## config.mk

```make
export PLATFORM = sky130hd
export DESIGN_NAME = sqvt_div
export DESIGN_NICKNAME = d
export VERILOG_FILES = /design/src/design/sqvt_pkg.sv /design/src/design/sqvt_div.sv
export SDC_FILE = /design/constraint.sdc
export NUM_CORES = 2
export LEC_CHECK = 0
export BUFFER_PORTS_ARGS = -buffer_cell sky130_fd_sc_hd__clkbuf_2
export CAP_MARGIN = 5
export CORE_MARGIN = 1.5
export CORE_UTILIZATION = 57
export CTS_CLUSTER_SIZE = 16
export DETAILED_ROUTE_END_ITERATION = 8
export PLACE_DENSITY_LB_ADDON = 0.15
export SYNTH_ARGS = -nofsm -noshare
export SYNTH_HDL_FRONTEND = slang
export SYNTH_SLANG_ARGS = --single-unit
```

## constraint.sdc

```tcl
create_clock -name clk_i -period 3.25 [get_ports clk_i]
set_clock_uncertainty 0.15 [all_clocks]
set_input_delay 0.8125 -clock clk_i [delete_from_list [all_inputs] [get_ports clk_i]]
set_output_delay 0.8125 -clock clk_i [all_outputs]
set_load 0.05 [all_outputs]
```

## src/design/sqvt_pkg.sv

```systemverilog
// Types, constants and tables shared by the sprite quad vertex transform.
`default_nettype none

package sqvt_pkg;

  // Trig resolution and CORDIC depth
  localparam int ANGLE_BITS  = 16;
  localparam int TRIG_STAGES = 16;

  // CORDIC datapath widths (Q2.30 vector, turn-scaled angle)
  localparam int XY_W   = 34;
  localparam int Z_W    = 33;
  localparam int TRIG_W = 17;
  localparam logic signed [XY_W-1:0] CORDIC_GAIN = XY_W'(652032874);
  localparam logic [31:0] ANGLE_MASK = ~((32'd1 << (32 - ANGLE_BITS)) - 32'd1);

  // Corner, product and numerator widths
  localparam int SPAN_W = 18;
  localparam int PROD_W = SPAN_W + TRIG_W;
  localparam int SUM_W  = 36;
  localparam int OFF_W  = 32;
  localparam int DEN_W  = 16;
  localparam int DIV_Q_W = 16;
  localparam int DIV_STEPS = DIV_Q_W;
  localparam int TEX_W  = 17;
  localparam int SCR_W  = 13;

  // Configuration register indexes
  localparam int CFG_IDX_W = 2;
  localparam logic [CFG_IDX_W-1:0] REG_SCREEN_WIDTH  = 2'd0;
  localparam logic [CFG_IDX_W-1:0] REG_SCREEN_HEIGHT = 2'd1;

  // Saturated NDC codes
  localparam logic [15:0] NDC_MAX = 16'h7FFF;
  localparam logic [15:0] NDC_MIN = 16'h8000;

  // One corner on its way through the trig pipeline
  typedef struct packed {
    logic [1:0]               idx;
    logic signed [SPAN_W-1:0] lx;
    logic signed [SPAN_W-1:0] ly;
    logic signed [15:0]       px;
    logic signed [15:0]       py;
    logic [TEX_W-1:0]         tex_s;
    logic [TEX_W-1:0]         tex_t;
    logic                     last;
  } vtx_t;

  // Fields that ride along with the divider
  typedef struct packed {
    logic [1:0]       idx;
    logic [TEX_W-1:0] tex_s;
    logic [TEX_W-1:0] tex_t;
    logic             last;
  } side_t;

  // Range flags of the two quotients
  typedef struct packed {
    logic neg_x;
    logic hi_x;
    logic neg_y;
    logic hi_y;
  } sat_t;

  // atan(2^-i) in units of 2^32 per full turn
  function automatic logic [31:0] atan_turn(input int unsigned i);
    case (i)
      0:       return 32'd536870912;
      1:       return 32'd316933406;
      2:       return 32'd167458907;
      3:       return 32'd85004756;
      4:       return 32'd42667331;
      5:       return 32'd21354465;
      6:       return 32'd10679838;
      7:       return 32'd5340245;
      8:       return 32'd2670163;
      9:       return 32'd1335087;
      10:      return 32'd667544;
      11:      return 32'd333772;
      12:      return 32'd166886;
      13:      return 32'd83443;
      14:      return 32'd41722;
      15:      return 32'd20861;
      16:      return 32'd10430;
      17:      return 32'd5215;
      18:      return 32'd2608;
      19:      return 32'd1304;
      20:      return 32'd652;
      21:      return 32'd326;
      22:      return 32'd163;
      23:      return 32'd81;
      default: return 32'd0;
    endcase
  endfunction

endpackage

`default_nettype wire

```

## src/design/sqvt_div.sv

```systemverilog
// Range check and pipelined restoring division of both NDC numerators.
`default_nettype none

module sqvt_div (
  input  logic                              clk_i,
  input  logic                              rst_ni,
  input  logic                              en_i,
  input  logic                              vld_i,
  input  logic signed [sqvt_pkg::SUM_W-1:0] num_x_i,
  input  logic signed [sqvt_pkg::SUM_W-1:0] num_y_i,
  input  logic [sqvt_pkg::DEN_W-1:0]        den_x_i,
  input  logic [sqvt_pkg::DEN_W-1:0]        den_y_i,
  input  sqvt_pkg::side_t                   side_i,
  output logic                              vld_o,
  output logic [sqvt_pkg::DIV_Q_W-1:0]      quo_x_o,
  output logic [sqvt_pkg::DIV_Q_W-1:0]      quo_y_o,
  output sqvt_pkg::sat_t                    sat_o,
  output sqvt_pkg::side_t                   side_o
);
  import sqvt_pkg::*;

  localparam int N = DIV_STEPS;

  logic [N:0] vld_q;
  sat_t       sat_q  [N+1];
  side_t      side_q [N+1];

  logic signed [SUM_W-1:0] num [2];
  logic [DEN_W-1:0]        den [2];
  logic                    neg [2];
  logic                    hi  [2];

  assign num[0] = num_x_i;
  assign num[1] = num_y_i;
  assign den[0] = den_x_i;
  assign den[1] = den_y_i;

  // Valid bits
  always_ff @(posedge clk_i or negedge rst_ni) begin
    if (!rst_ni) begin
      vld_q <= '0;
    end else if (en_i) begin
      vld_q <= {vld_q[N-1:0], vld_i};
    end
  end

  // Side data and range flags
  always_ff @(posedge clk_i) begin
    if (en_i) begin
      sat_q[0]  <= '{neg_x: neg[0], hi_x: hi[0], neg_y: neg[1], hi_y: hi[1]};
      side_q[0] <= side_i;
      for (int k = 0; k < N; k++) begin
        sat_q[k+1]  <= sat_q[k];
        side_q[k+1] <= side_q[k];
      end
    end
  end

  for (genvar ax = 0; ax < 2; ax++) begin : g_axis
    logic [DEN_W-1:0] rem_q [N+1];
    logic [DIV_Q_W-1:0] sh_q [N+1];

    // Below zero or at 65536 times the divisor the quotient saturates
    assign neg[ax] = num[ax][SUM_W-1];
    assign hi[ax]  = !num[ax][SUM_W-1] &&
                     (num[ax][SUM_W-2:0] >= (SUM_W-1)'({den[ax], {DIV_Q_W{1'b0}}}));

    // In range the upper half is already below the divisor
    always_ff @(posedge clk_i) begin
      if (en_i) begin
        rem_q[0] <= num[ax][2*DIV_Q_W-1:DIV_Q_W];
        sh_q[0]  <= num[ax][DIV_Q_W-1:0];
      end
    end

    // One quotient bit per stage
    for (genvar k = 0; k < N; k++) begin : g_step
      logic [DEN_W:0] trial;
      logic           ge;
      logic [DEN_W:0] diff;
      assign trial = {rem_q[k], sh_q[k][DIV_Q_W-1]};
      assign ge    = trial >= {1'b0, den[ax]};
      assign diff  = trial - {1'b0, den[ax]};

      always_ff @(posedge clk_i) begin
        if (en_i) begin
          rem_q[k+1] <= ge ? diff[DEN_W-1:0] : trial[DEN_W-1:0];
          sh_q[k+1]  <= {sh_q[k][DIV_Q_W-2:0], ge};
        end
      end
    end
  end

  assign vld_o   = vld_q[N];
  assign quo_x_o = g_axis[0].sh_q[N];
  assign quo_y_o = g_axis[1].sh_q[N];
  assign sat_o   = sat_q[N];
  assign side_o  = side_q[N];

endmodule

`default_nettype wire

```

### Word level (Yosys, flattened, before mapping)

Memory sizes are Yosys's and may differ from the RTL's.
Index checks and enable logic that the tools add are counted.

* add/subtract/negate cells: 32
* magnitude comparators: 34
* muxes and demuxes: 34
* reductions and logical operators: 4

Operator list (number)
* greater-or-equal comparator 17 x 16 -> 1 bit: 32
* two-way mux 16 bit: 32
* subtractor 16 bit: 32
* greater-or-equal comparator 35 x 32 -> 1 bit: 2
* logical AND 1 bit: 2
* logical NOT 1 bit: 2
* two-way mux 1 bit: 2

* flip-flop bits (word level): 17
* memory bits (writable): 1785
* bits of input ports: 145
* output and inout port bits: 74
* memories: 6

Memory list
* side_q: depth 17, width 37, rd ports 17, clocked after memory_dff 0, wr ports 17, RTL line sqvt_div.sv:26 `side_t side_q [N+1];`
* g_axis[0].rem_q: depth 17, width 16, rd ports 16, clocked after memory_dff 0, wr ports 17, RTL line sqvt_div.sv:60 `logic [DEN_W-1:0] rem_q [N+1];`
* g_axis[0].sh_q: depth 17, width 16, rd ports 17, clocked after memory_dff 0, wr ports 17, RTL line sqvt_div.sv:61 `logic [DIV_Q_W-1:0] sh_q [N+1];`
* g_axis[1].rem_q: depth 17, width 16, rd ports 16, clocked after memory_dff 0, wr ports 17, RTL line sqvt_div.sv:60
* g_axis[1].sh_q: depth 17, width 16, rd ports 17, clocked after memory_dff 0, wr ports 17, RTL line sqvt_div.sv:61
* sat_q: depth 17, width 4, rd ports 17, clocked after memory_dff 0, wr ports 17, RTL line sqvt_div.sv:25 `sat_t sat_q [N+1];`

### Depth between registers and ports, before layout

* word-level depth: 2
* gate-level depth with buffers: 13
* mapped depth without buffers: 12

### Worst setup path after synthesis

No wires, ideal clock.

* path kind: input -> register
* start point: in den_x_i[1] (netlist name)
* end point: mem g_axis[0].rem_q[9][8] (netlist: g_axis[0].rem_q[0][152]), data pin
* arrival time: 3.785 ns
* required time: 2.840 ns
* path slack: -0.944 ns
* cell stages on the path: 12
* buffers on the path: 1
* cells stage by stage: inv_1 > ha_1 > nor2b_4 > o31ai_2 > a21oi_1 > a211o_1 > o311a_1 > o21ai_2 > a21oi_1 > a2111oi_4 > buf_6 > mux2_2

RTL lines
* start, declared: RTL line sqvt_div.sv:11 `input logic [sqvt_pkg::DEN_W-1:0] den_x_i,`
* end, declared: RTL line sqvt_div.sv:60

==> flow_summary.yaml <==
run_status:
  outcome: "complete, but fails checks"
  violations: "negative setup slack"
final_layout:
  fin_nets: 7906
  drive_above_1_share_pct: 30.46
  final_design_area_no_fill_um2: 102900
  area_growth_pct: 25.63
  final_core_util_pct: 72.38
  layout.cells.non_filler: 9228
worst_setup_path:
  cp-start-kind: "primary input"
  crit_type: "in -> reg"
  path_max_fanout: 17
  endpoint_kind: "flip-flop"
  worstPathArrival_ns: 3.78
  critPathRequiredTime_ns: 3.68
routing:
  wl_per_cell_um: 19.91
  antenna_left: 0
  vias_per_cell: 5.525
  drtIter0Drc: 3388
  drcViolationCount: 0
  firstDrtPassIters: 5
  wirelength_mm: 183.7
  num_vias: 50980
sta:
  hold_viol: 0
  rsz0062_at_grt: "yes"
  min_period_over_period_pct: 102.8
  fin_ws_ns: -0.09252
  drv_slew: 0
  fmax_mhz: 299.2
  setup_viol: 47
  slew_headroom_pct: 41.26
  period_needed_ns: 3.343
  setup_tns_ns: -1.982
  tightestPinTransition_ns: 0.8759
placed_design:
  hpwl_mm: 126.1
  place.port_buffers: 218
  dpl-instance-area_um2: 95150
  dpl.cell_count: 8788
  gp_congestion: 0.9000
pwr:
  leakagePower_nw: 41.35
  p_per_area_nw_per_um2: 910.1
  peakVddDrop_mv: 0.7996
  p_total_w: 0.09361
grt:
  grt_max_degree: 94
  antenna_found_initial: 6
  grt_usage_pct: 25.25
  grt_pass1_wl_mm: 285.6
  overflow: 0
  grt_pass1_vias: 51710
job:
  cap_violations: 0
yosys:
  synth.distinct_cells: 77
  ys_warn_count: 0
  yosys_register_bits: 1770
  avgSynthCellArea_um2: 14.51
  synthArstFlopShare_pct: 0.9605
  ys.flop_type: "edfxtp_1"
  yosysSeqAreaShare_pct: 64.82
  syn_area_um2: 81870
  synthCells: 5643
  synth_nets: 6362
  synth_edf_count: 1753
die:
  rows: 138
  coreArea_um2: 142100
  ios: 219
  start_util_pct: 57.61
  dieWidth_um: 382.0
  dieArea_um2: 145900
  fp.dieH_um: 382.0
clock_network:
  clockBufferDepth: 3
  worstSkewPairLatency_ns: 0.84
  h-tree-depth: 4
  cts_root_buf: "clkbuf_16"
  cts_buffers: 178
  cts_sinks: 1770
  cts_tree: "yes"
  clk_pin_slew_ns: 0.07
min_path:
  hp-class: "in -> reg"
==> critical path, stage by stage <==
cell        delay [ns]
clkbuf_2          0.11
clkinvlp_4        0.09
buf_12            0.17
ha_1              0.31
nor2b_1           0.15
o31a_1            0.27
o41a_1            0.44
a211oi_2          0.33
o31ai_2           0.11
nor2_1            0.10
o21ai_1           0.08
a211o_1           0.29
buf_12            0.17
mux2_2            0.31
==> cell usage after synthesis (87+ instances only) <==
library cell  count  share of area [%]
edfxtp_1       1753                 64
ha_1            544                8.3
nor2_1          347                1.6
a21oi_1         345                2.1
mux2_2          321                4.4
xnor2_1         232                2.5
inv_1           221                1.0
o21ai_0         218                1.3
nand2_1         217               0.99
a21o_1          141                1.3
xor2_1          111                1.2
nor2b_1          97               0.74
nor3_1           87               0.53
==> final timing paths <==
path                                          from                 endpoint  slack, ns  depth (start not counted)
setup / recovery                        den_x_i[1]  g_axis[0].rem_q[0][185]      -0.09                         14
setup reg to reg           g_axis[1].rem_q[0][208]  g_axis[1].rem_q[0][231]      -0.07                         11
max in group asynchronous                   rst_ni                 vld_q[3]       2.35                          2
min in group asynchronous                   rst_ni                vld_q[15]       0.31                          2
hold reg to reg             g_axis[0].sh_q[0][149]   g_axis[0].sh_q[0][166]       0.20                          0
hold / removal                         num_x_i[20]    g_axis[0].rem_q[0][4]       0.06                          1
==> registers in the layout (all words and copies together) (netlist names) <==
name	cells
g_axis.rem_q	512
side_q	629
vld_q	17
g_axis.sh_q	544
sat_q	68
==> cell usage in the layout, fill, tap and decap left out, types with 59 or more instances in the layout <==
cell | Yosys | final
a21o_1 | 141 | 141
a21oi_1 | 345 | 319
buf_12 | 0 | 101
buf_4 | 58 | 1096
clkbuf_16 | 0 | 180
clkbuf_2 | 0 | 215
dlygate4sd3_1 | 0 | 59
edfxtp_1 | 1753 | 1753
ha_1 | 544 | 525
inv_1 | 221 | 207
mux2_2 | 321 | 267
nand2_1 | 217 | 216
nand3_1 | 83 | 80
nand4_1 | 62 | 62
nor2_1 | 347 | 346
nor2b_1 | 97 | 93
nor3_1 | 87 | 86
o21a_1 | 70 | 70
o21ai_0 | 218 | 174
xnor2_1 | 232 | 232
xor2_1 | 111 | 111
==> final cells by class <==
cell class / count / area (um2)
inverter: 221 / 874.6
fill: 9240 / 39250
tap: 1890 / 2365
timing repair buffer: 1485 / 12100
multi-input combinational: 3531 / 28390
clock inverter: 134 / 1543
antenna: 1 / 2.502
clock buffer: 196 / 4522
sequential: 1770 / 53070
==> power breakdown <==
| group | internal, W | switching, W | total (W) |
|---|---|---|---|
| clock | 0.0118 | 0.00922 | 0.0210 |
| combinational | 0.0210 | 0.0176 | 0.0386 |
| sequential | 0.0314 | 0.00261 | 0.0341 |
==> per-stage QoR <==
step / setup WS, ns / hold slack, ns
detailed placement: -1.032 / 0.2545
global route: -0.1688 / 0.01968
floorplan: -0.7340 / 0.2503
global placement: -1.035 / 0.2503
finish: -0.09252 / 0.06017
CTS: -0.02897 / 0.00001504
==> per-layer routing <==
layer	GRT usage, %	part of all wire (%)	vias up
li1	-	-	24760
met1	33.81	44	24750
met2	42.83	49	1156
met3	3.364	4.4	314
met4	8.201	2.9	2
met5	0	0.0060	-
==> logic make-up (layout without fill, tap and decap cells) <==
logic type                 after synthesis  count (layout)  share of synthesized area [%]
AOI/OAI and AO/OA                     1126            1128                          8.902
xor gates and xnor gates               343             343                          3.669
adders and majority gates              574             574                          9.047
buffers and inverters                  344            2036                          1.897
DFF                                   1770            1770                          64.82
muxes                                  374             374                          5.063
other                                    0               1                              0
and+or+nand+nor                       1112            1112                          6.607
==> what timing repair did <==
item | 4_1_cts | 5_1_grt
hold endpoints to repair | 75 | 0
hold buffers | 59 | 0
buffers inserted | 11 | 36
cloned | 2 | 2
gates resized for setup | 26 | 155
endpoints found under the setup margin | 150 | 321
pin swaps | 7 | 56
(Power assumes the default switching activity.)
